[src/sv/tcw_pkg.sv]
// Shared constants, types and address helpers for the text console writer.
package tcw_pkg;

	localparam int COLUMNS       = 80;
	localparam int ROWS          = 25;
	localparam int RESERVED_ROWS = 1;

	localparam int HOME_ROW   = (RESERVED_ROWS < ROWS) ? RESERVED_ROWS : ROWS - 1;
	localparam int CELL_COUNT = ROWS * COLUMNS;
	localparam int ROW_W      = $clog2(ROWS);
	localparam int COL_W      = $clog2(COLUMNS);
	localparam int ADDR_W     = $clog2(CELL_COUNT);
	localparam int POS_W      = 11;

	localparam logic [ADDR_W-1:0] HOME_START = ADDR_W'(HOME_ROW * COLUMNS);
	localparam logic [ADDR_W-1:0] COPY_START = ADDR_W'((HOME_ROW + 1) * COLUMNS);
	localparam logic [ADDR_W-1:0] LAST_START = ADDR_W'((ROWS - 1) * COLUMNS);
	localparam logic [ADDR_W-1:0] LAST_ADDR  = ADDR_W'(CELL_COUNT - 1);
	localparam logic              HAS_COPY   = (HOME_ROW + 1) < ROWS;

	localparam logic [1:0] CMD_PUT   = 2'd0;
	localparam logic [1:0] CMD_CLEAR = 2'd1;
	localparam logic [1:0] CMD_WRITE = 2'd2;
	localparam logic [1:0] CMD_READ  = 2'd3;

	localparam logic [7:0]  CH_NEWLINE   = 8'h0A;
	localparam logic [7:0]  CH_BACKSPACE = 8'h08;
	localparam logic [7:0]  CH_SPACE     = 8'h20;
	localparam logic [7:0]  RESET_ATTR   = 8'h0F;
	localparam logic [15:0] RESET_CELL   = {RESET_ATTR, CH_SPACE};

	typedef struct packed {
		logic       put_en;
		logic       clear_en;
		logic [7:0] ch;
	} tcw_ctl_t;

	typedef struct packed {
		logic [ROW_W-1:0] row;
		logic [COL_W-1:0] col;
		logic [POS_W-1:0] nxt_pos;
		logic             scroll;
	} tcw_cur_t;

	function automatic logic [ADDR_W-1:0] cell_addr(input logic [ROW_W-1:0] row,
			input logic [COL_W-1:0] col);
		return ADDR_W'(ADDR_W'(row) * ADDR_W'(COLUMNS) + ADDR_W'(col));
	endfunction

	function automatic logic [POS_W-1:0] pos_of(input logic [ROW_W-1:0] row,
			input logic [COL_W-1:0] col);
		logic [ADDR_W-1:0] a;
		a = cell_addr(row, col);
		return POS_W'(a);
	endfunction

endpackage

[src/sv/tcw_cursor.sv]
// Cursor register and its update for put-char and clear commands.
module tcw_cursor (
	input  logic            clk,
	input  logic            arst_n,
	input  tcw_pkg::tcw_ctl_t ctl,
	output tcw_pkg::tcw_cur_t cur
);

	localparam logic [tcw_pkg::ROW_W-1:0] HOME = tcw_pkg::ROW_W'(tcw_pkg::HOME_ROW);
	localparam logic [tcw_pkg::ROW_W-1:0] LAST_ROW = tcw_pkg::ROW_W'(tcw_pkg::ROWS - 1);
	localparam logic [tcw_pkg::COL_W-1:0] LAST_COL = tcw_pkg::COL_W'(tcw_pkg::COLUMNS - 1);

	logic [tcw_pkg::ROW_W-1:0] row_q, row_d;
	logic [tcw_pkg::COL_W-1:0] col_q, col_d;
	logic                      scroll;

	always_comb begin
		row_d  = row_q;
		col_d  = col_q;
		scroll = 1'b0;
		priority if (ctl.clear_en) begin
			row_d = HOME;
			col_d = '0;
		end else if (ctl.put_en) begin
			priority if (ctl.ch == tcw_pkg::CH_BACKSPACE) begin
				if (col_q != '0) begin
					col_d = col_q - tcw_pkg::COL_W'(1);
				end else if (row_q > HOME) begin
					row_d = row_q - tcw_pkg::ROW_W'(1);
					col_d = LAST_COL;
				end
			end else if (ctl.ch == tcw_pkg::CH_NEWLINE || col_q == LAST_COL) begin
				col_d = '0;
				if (row_q == LAST_ROW) begin
					scroll = 1'b1;
				end else begin
					row_d = row_q + tcw_pkg::ROW_W'(1);
				end
			end else begin
				col_d = col_q + tcw_pkg::COL_W'(1);
			end
		end else begin
			row_d = row_q;
			col_d = col_q;
		end
	end

	always_ff @(posedge clk or negedge arst_n) begin
		if (!arst_n) begin
			row_q <= HOME;
			col_q <= '0;
		end else begin
			row_q <= row_d;
			col_q <= col_d;
		end
	end

	assign cur.row     = row_q;
	assign cur.col     = col_q;
	assign cur.nxt_pos = tcw_pkg::pos_of(row_d, col_d);
	assign cur.scroll  = scroll;

	a_row_in_text: assert property (@(posedge clk) disable iff (!arst_n)
		row_q >= HOME && row_q <= LAST_ROW && col_q <= LAST_COL)
		else $error("cursor outside text area");

	a_scroll_keeps_last: assert property (@(posedge clk) disable iff (!arst_n)
		scroll |=> row_q == LAST_ROW && col_q == '0)
		else $error("scroll did not leave cursor at start of last row");

endmodule

[config.mk]
export PLATFORM = sky130hd
export DESIGN_NAME = tcw_cursor
export DESIGN_NICKNAME = d
export VERILOG_FILES = /design/src/sv/tcw_pkg.sv /design/src/sv/tcw_cursor.sv
export SDC_FILE = /design/constraint.sdc
export NUM_CORES = 1
export LEC_CHECK = 0
export CAP_MARGIN = 20
export CORE_MARGIN = 2
export CORE_UTILIZATION = 50
export DETAILED_ROUTE_END_ITERATION = 7
export DONT_BUFFER_PORTS = 1
export PLACE_DENSITY = 0.73
export SYNTH_ARGS = -nofsm -noshare
export SYNTH_HDL_FRONTEND = slang
export SYNTH_SLANG_ARGS = --single-unit
[constraint.sdc]
create_clock -name clk -period 12.65 [get_ports clk]
set_clock_uncertainty 0.05 [all_clocks]
set_input_delay 0.6325 -clock clk [delete_from_list [all_inputs] [get_ports clk]]
set_output_delay 0.6325 -clock clk [all_outputs]
set_load 0.1 [all_outputs]
; Word-level counts from Yosys, hierarchy flattened
; Cells that the tools add are included.
[classes]
magnitude_cmp = 1
add_sub_neg = 5
eq_ne = 4
muxes = 18
mul = 1
reduce_logical = 2
[ops]
columns = cell, n
row1 = $mux W7, 6
row2 = $mux W5, 7
row3 = $eq A8 B4 Y1 const B, 2
row4 = $add A11 B7 Y11, 1
row5 = $add A7 B1 Y7 const B, 1
row6 = $eq A7 B7 Y1 const B, 1
row7 = $mul A5 B3 Y7 const B, 1
row8 = $reduce_bool A7 Y1, 1
row9 = $sub A7 B1 Y7 const B, 1
row10 = $add A5 B1 Y5 const B, 1
row11 = $eq A5 B5 Y1 const B, 1
row12 = $gt A5 B1 Y1 const B, 1
row13 = $mux W1, 5
row14 = $sub A5 B1 Y5 const B, 1
row15 = $logic_or A1 B1 Y1, 1
[totals]
wordCells = 33
regBits = 12

; Depth between registers and ports, before layout
; Gate-level depths: netlist of the first run.
[depth]
ltp_word = 8
mapped_depth = 16
mapped_depth_nobuf = 16

; Worst setup path before layout of the first run
; No wires, ideal clock.
[synth_path]
kind = register -> output
startpoint = register row_q[1] (netlist bit)
endpoint = output cur[11] (netlist bit)
path_slack_ps = 6140
path_stages_with_launch = 17
arrival_time_ps = 5828
cell_sequence = dfrtp_1 -> inv_1 -> ha_1 -> o21ba_2 -> nor4_2 -> or3_4 -> a21oi_2 -> nor2_1 -> a211oi_2 -> ha_1 -> ha_1 -> inv_1 -> fa_1 -> nand2b_1 -> or4_1 -> nand3_1 -> xor2_1
[synth_lines]
columns = element, line
row1 = "start, declared", tcw_cursor.sv:13  ; logic [tcw_pkg::ROW_W-1:0] row_q, row_d;
row2 = "start signal, assigned", tcw_cursor.sv:53  ; row_q <= row_d;
row3 = "end, declared", tcw_cursor.sv:6  ; output tcw_pkg::tcw_cur_t cur

==> results of run 1 <==
[Yosys cell counts, types with 2 or more instances]
cell / number / area, sq um
a211oi_1: 4 / 30.0
a21o_1: 6 / 45.0
xnor2_1: 6 / 52.6
and2_1: 3 / 18.8
or4_1: 2 / 15.0
nor4_2: 2 / 25.0
xor2_1: 4 / 35.0
dfrtp_1: 11 / 275
nand4b_1: 2 / 17.5
nand2_1: 16 / 60.1
nand2b_1: 2 / 12.5
a221oi_1: 2 / 17.5
and3_1: 4 / 25.0
o2111ai_1: 2 / 17.5
ha_1: 15 / 188
clkbuf_1: 5 / 18.8
or3_1: 2 / 12.5
buf_4: 5 / 37.5
nor2b_1: 5 / 31.3
nand3_1: 8 / 40.0
a31oi_1: 5 / 31.3
o21ai_1: 3 / 15.0
inv_1: 10 / 37.5
a21oi_1: 10 / 50.1
nor4b_1: 2 / 17.5
o21ai_0: 8 / 40.0
nor3_1: 7 / 35.0
fa_1: 2 / 40.0
nor2_1: 13 / 48.8
[worst min-delay path by stage]
stage,startpoint,cells past startpoint,slack [ns],to
3_5_place_dp,arst_n,0,0.29,col_q[1]$_DFF_PN0_
3_3_place_gp,arst_n,0,0.29,col_q[2]$_DFF_PN0_
5_1_grt,arst_n,0,0.14,row_q[0]$_DFF_PN1_
4_1_cts,arst_n,0,0.002,col_q[4]$_DFF_PN0_
2_1_floorplan,arst_n,0,0.29,col_q[0]$_DFF_PN0_
6_report,arst_n,0,0.15,row_q[0]$_DFF_PN1_
[metal layers]
metal	vias to the layer above	share of wire [%]	wire (um)
li1	744	-	-
met1	743	41	1820
met2	67	50	2210
met3	5	7.5	332
met4	0	0.89	39
met5	-	0	0
[report_power, final]
part / switching (mW) / internal, mW / total [mW]
sequential: 0.00998 / 0.0393 / 0.0493
combinational: 0.0269 / 0.0118 / 0.0387
clock: 0.0121 / 0.0122 / 0.0243
total: 0.0490 / 0.0634 / 0.112
[logic make-up (layout without fill, tap and decap cells)]
family                     count (synthesis)  after routing  share of synthesized area (%)
adders and majority gates                 17             17                           14.2
and+or+nand+nor                           76             76                           27.2
muxes                                      2              2                           1.33
DFF                                       12             12                           18.8
xor gates and xnor gates                  10             10                           5.47
buffers and inverters                     23             27                           6.64
AOI/OAI and AO/OA                         58             58                           26.3
[area by class of cell]
type | instances | area [sq um] | share of cell area (%)
flip-flops and latches | 12 | 302 | 16.3
clock buffers | 4 | 26.3 | 1.42
well taps | 44 | 55.1 | 2.97
multi-input cells | 163 | 1280 | 69.1
inverters | 12 | 45.0 | 2.43
repair buffers | 11 | 145 | 7.84
[flip-flops by register name (all words and copies together), names as in the netlist]
| name | flops |
|---|---|
| col_q | 7 |
| row_q | 5 |
[metrics by stage]
stage / utilization, % / hold slack [ns] / area (sq um) / power [mW] / setup WS, ns
floorplan: - / 0.287 / 1600 / 0.0806 / 6.14
global placement: 58.2 / 0.287 / 1780 / 0.0868 / 6.92
detailed placement: 58.2 / 0.287 / 1780 / 0.0872 / 6.67
CTS: 59.4 / 0.00168 / 1810 / 0.112 / 6.38
global route: 60.7 / 0.138 / 1850 / 0.118 / 6.16
finish: 60.7 / 0.148 / 1850 / 0.112 / 6.38
[worst register-to-register path, stage by stage, from the launching register on]
cell,delay (ns)
dfrtp_1,1.01
inv_1,0.32
ha_1,0.33
nor2b_1,0.15
nand2_1,0.32
and2_1,0.21
a221o_1,0.16
a21oi_1,0.11
a211oi_4,0.89
==> qor.yml, run 1 <==
rsz0062_at_grt: "no"
path_cells: "inv_1 > ha_1 > o21ba_2 > nor4_2 > or3_4 > a21oi_2 > nor2_1 > a211oi_2 > ha_1 > ha_1 > inv_1 > fa_1 > nand2b_1 > or4_1 > nand3_1 > xor2_2 > buf_4"
r2r-end: "col_q[2]$_DFF_PN0_"
cts_max_level: 1
cp_slowest_cell: "dfrtp_1"
numCtsBuffers: 3
diodes: 0
wl_per_cell_um: 17.9
cp_top_family: "simple AND/OR/NAND/NOR gates"
critPathKind: "register to output pin"
worstPathArrival_ns: 5.59
port_buffers: 0
ctsResizeCount: 0
syn-num-nets: 227
drv_cap: 0
final_common_cell: "nand2_1"
power_density_nw_per_um2: 60.7
hold_viol: 0
drive_gt1_share_pct: 17.8
worst_ep_required_time_ns: 11.97
die_height_um: 60.6
ys_ff_latch: 12
fmax_ghz: 0.159
worstMarginPinSlew_ns: 1.16
finalMaxSlewViolations: 0
initial_core_util_pct: 52.5
synthFlopType: "dfrtp_1"
gr-usage-met1_pct: 32.7
period_share_pct: 49.6
dp_hpwl_um: 3410
netlist_instances: 198
setup_tns_ns: 0
syn_area_sq_um: 1600
cts_tree: "built"
final_cells: 246
viasPerCell: 6.34
critPathLaunch: "row_q[1]$_DFF_PN0_"
insertion_delay_ns: 0.27
met2_usage_pct: 42.4
path_clk_slew_ns: 0.07
final-setup-viol-count: 0
most-common-layout-cells: "nand2_1, ha_1, nor2_1"
grt_usage_pct: 25.3
outcome: "finished, final reports clean"
grt_max_degree: 17
crit_fanout: 8
fillers: 267
drc_errors: 0
postCtsSetupBuffers: 0
synth.avg_cell_area_sq_um: 8.09
rows: 20
dpl.cell_count: 239
crit_top_cell: "ha_1"
cts_sinks: 12
hold_class: "input port to async pin"
period_minus_slack_ns: 6.27
cp-end-kind: "output pin"
area_growth_pct: 15.6
ys_warn_count: 0
drt-pass1-iter-count: 4
core_sq_um: 3050
leakage_nw: 0.748
regToRegSetupSlack_ns: 8.91
final_net_count: 232
pin_count: 36
cp.depth: 17
slew_headroom_pct: 22.5
crit_path_start_kind: "register"
grtUsageMet3_pct: 4.26
antenna_found_initial: 0
path_buf_inv: 3
overflow: 0
top_usage_layer: "met2"
synth_cell_types: 61
gp_congestion: 0.903
die-area_sq_um: 3670
grt_pass1_vias: 1528
setup.worst_path.end: "cur[11]"
root_buffer: "clkbuf_4"
postRouteAntennaNets: 0
cpPeakStageDelay_ns: 1.05
clock_path_buffers: 2
rr_worst_depth: 8
die_x_um: 60.6
vias: 1559
drt-total-wl_um: 4400
seq_area_frac_synth_pct: 18.8
synth_edf_count: 0
timing.rr.start: "col_q[1]$_DFF_PN0_"
grt_pass1_wl_um: 7040
ir_drop_mv: 0.0614
drt_iter0_markers: 117
hold_buffers: 1
synthArstFlopShare_pct: 100
Note: power is estimated with default switching activity, not from simulation.
==> run 2, diff against run 1 <==
==> constraint.sdc (replaced) <==
create_clock -name clk -period 6.3 [get_ports clk]
set_clock_uncertainty 0.05 [all_clocks]
set_input_delay 0.315 -clock clk [delete_from_list [all_inputs] [get_ports clk]]
set_output_delay 0.315 -clock clk [all_outputs]
set_load 0.1 [all_outputs]
==> qor.yml, run 2 (synthesis gave the netlist of run 1 again) <==
cts_sinks: 12
viasPerCell: 6.29
drt-total-wl_um: 4480
hold_viol: 0
path_cells: "nor4_2 > nand2_1 > or3_4 > a21oi_2 > nor2_1 > a211oi_2 > ha_1 > ha_1 > inv_1 > fa_1 > nand2b_1 > or4_1 > nand3_1 > xor2_2 > buf_4"
grt_pass1_vias: 1597
period_minus_slack_ns: 5.50
crit_path_start_kind: "register"
ir_drop_mv: 0.107
postPlaceCellArea_sq_um: 1840
die-area_sq_um: 3670
drv_cap: 0
postRouteAntennaNets: 0
most-common-layout-cells: "nand2_1, ha_1, buf_4"
numCtsBuffers: 3
design_area_sq_um: 1880
drt-pass1-iter-count: 4
seq_area_sq_um: 302
power_density_nw_per_um2: 128
insertion_delay_ns: 0.27
critPathKind: "register to output pin"
worst_ep_required_time_ns: 5.93
slew_headroom_pct: 22.8
rows: 20
setup_tns_ns: 0
rr_worst_depth: 5
path_clk_slew_ns: 0.08
final_common_cell: "nand2_1"
ctsResizeCount: 0
grt_usage_pct: 26.6
crit_top_cell: "ha_1"
grt_max_degree: 17
regToRegSetupSlack_ns: 2.96
final-setup-viol-count: 0
worstPathArrival_ns: 5.13
timing.rr.start: "col_q[4]$_DFF_PN0_"
cts_tree: "built"
fmax_ghz: 0.182
crit_fanout: 10
cts_max_level: 1
die_height_um: 60.6
cpPeakStageDelay_ns: 0.81
drive_gt1_share_pct: 21.2
finalMaxSlewViolations: 0
period_share_pct: 87.3
gp_congestion: 0.903
area_growth_pct: 17.7
hold_class: "input port to register"
path_buf_inv: 2
largest_reg_flops: 7
cp_top_family: "simple AND/OR/NAND/NOR gates"
worstMarginPinSlew_ns: 1.16
drt_iter0_markers: 126
port_buffers: 0
hold_buffers: 1
rsz0062_at_grt: "no"
final_net_count: 238
clock_path_buffers: 2
vias: 1585
pin_count: 36
hold_path_end: "col_q[3]$_DFF_PN0_"
leakage_nw: 0.779
cp-end-kind: "output pin"
multi_input_area_sq_um: 1280
die_x_um: 60.6
power_mw: 0.242
overflow: 0
largestRegisters: "col_q x7, row_q x5"
dp_hpwl_um: 3560
grt_pass1_wl_um: 7290
core_sq_um: 3050
r2r-end: "col_q[0]$_DFF_PN0_"
cp_slowest_cell: "dfrtp_1"
initial_core_util_pct: 52.5
hold_depth: 1
diodes: 0
hold_start: "ctl[8]"
root_buffer: "clkbuf_4"
antenna_found_initial: 0
postCtsSetupBuffers: 0
wl_per_cell_um: 17.8
fillers: 275
registers.top_by_ff_count: "col_q"
drc_errors: 0
outcome: "finished, final reports clean"
-- run 2: cell types whose count changed in the layout (fill, tap and decap cells not counted), sizes merged --
cell / previous run / this run
buf: 8 / 15
dlygate4sd3: 2 / 1
-- run 2: how the worst max path moves through the flow --
stage,start,to,slack (ns),cells after the start
after floorplan,row_q[1]$_DFF_PN0_,cur[11],0.11,16
after global placement,col_q[4]$_DFF_PN0_,cur[11],1.24,15
after detailed placement,col_q[4]$_DFF_PN0_,cur[11],1.12,15
after CTS,col_q[4]$_DFF_PN0_,cur[11],0.79,15
after global routing,col_q[4]$_DFF_PN0_,cur[11],0.48,15
final,col_q[4]$_DFF_PN0_,cur[11],0.80,15
-- run 2: metrics by stage --
stage	utilization, %	instances	hold slack, ns	worst slack, ns
after floorplan	-	198	-0.0306	0.107
after detailed placement	60.2	247	-0.0303	1.12
after CTS	61.7	252	0.0632	0.792
after global routing	61.7	252	0.0505	0.475
final	61.7	252	0.0667	0.802
after global placement	60.2	247	-0.0303	1.24
-- run 2: area by class of cell --
class / count / share of cell area [%]
tap: 44 / 2.92
sequential: 12 / 16.0
multi-input combinational: 163 / 67.9
inverter: 12 / 2.39
timing repair buffer: 17 / 8.90
clock buffer: 4 / 1.93
-- run 2: routing by layer --
layer | up-vias | wire [um] | global-route usage (%)
met5 | - | 0 | 0
met4 | 0 | 47 | 9.01
met3 | 11 | 314 | 5.54
met2 | 70 | 2260 | 45.0
met1 | 750 | 1860 | 33.7
li1 | 754 | - | -
-- run 2: worst reg2reg max path: stages, from the launching register on --
cell	delay, ns
dfrtp_1	1.07
or3b_1	0.31
nor2_1	0.10
a21oi_1	0.44
nand2_1	0.18
a211oi_4	0.97
-- run 2: where the power goes --
group          internal (mW)  switching [mW]  leakage [nW]  total [mW]
clock network         0.0351          0.0270        0.0210      0.0622
logic                 0.0255          0.0724         0.599      0.0978
registers             0.0793         0.00227         0.160      0.0816
total                  0.140           0.102         0.779       0.242
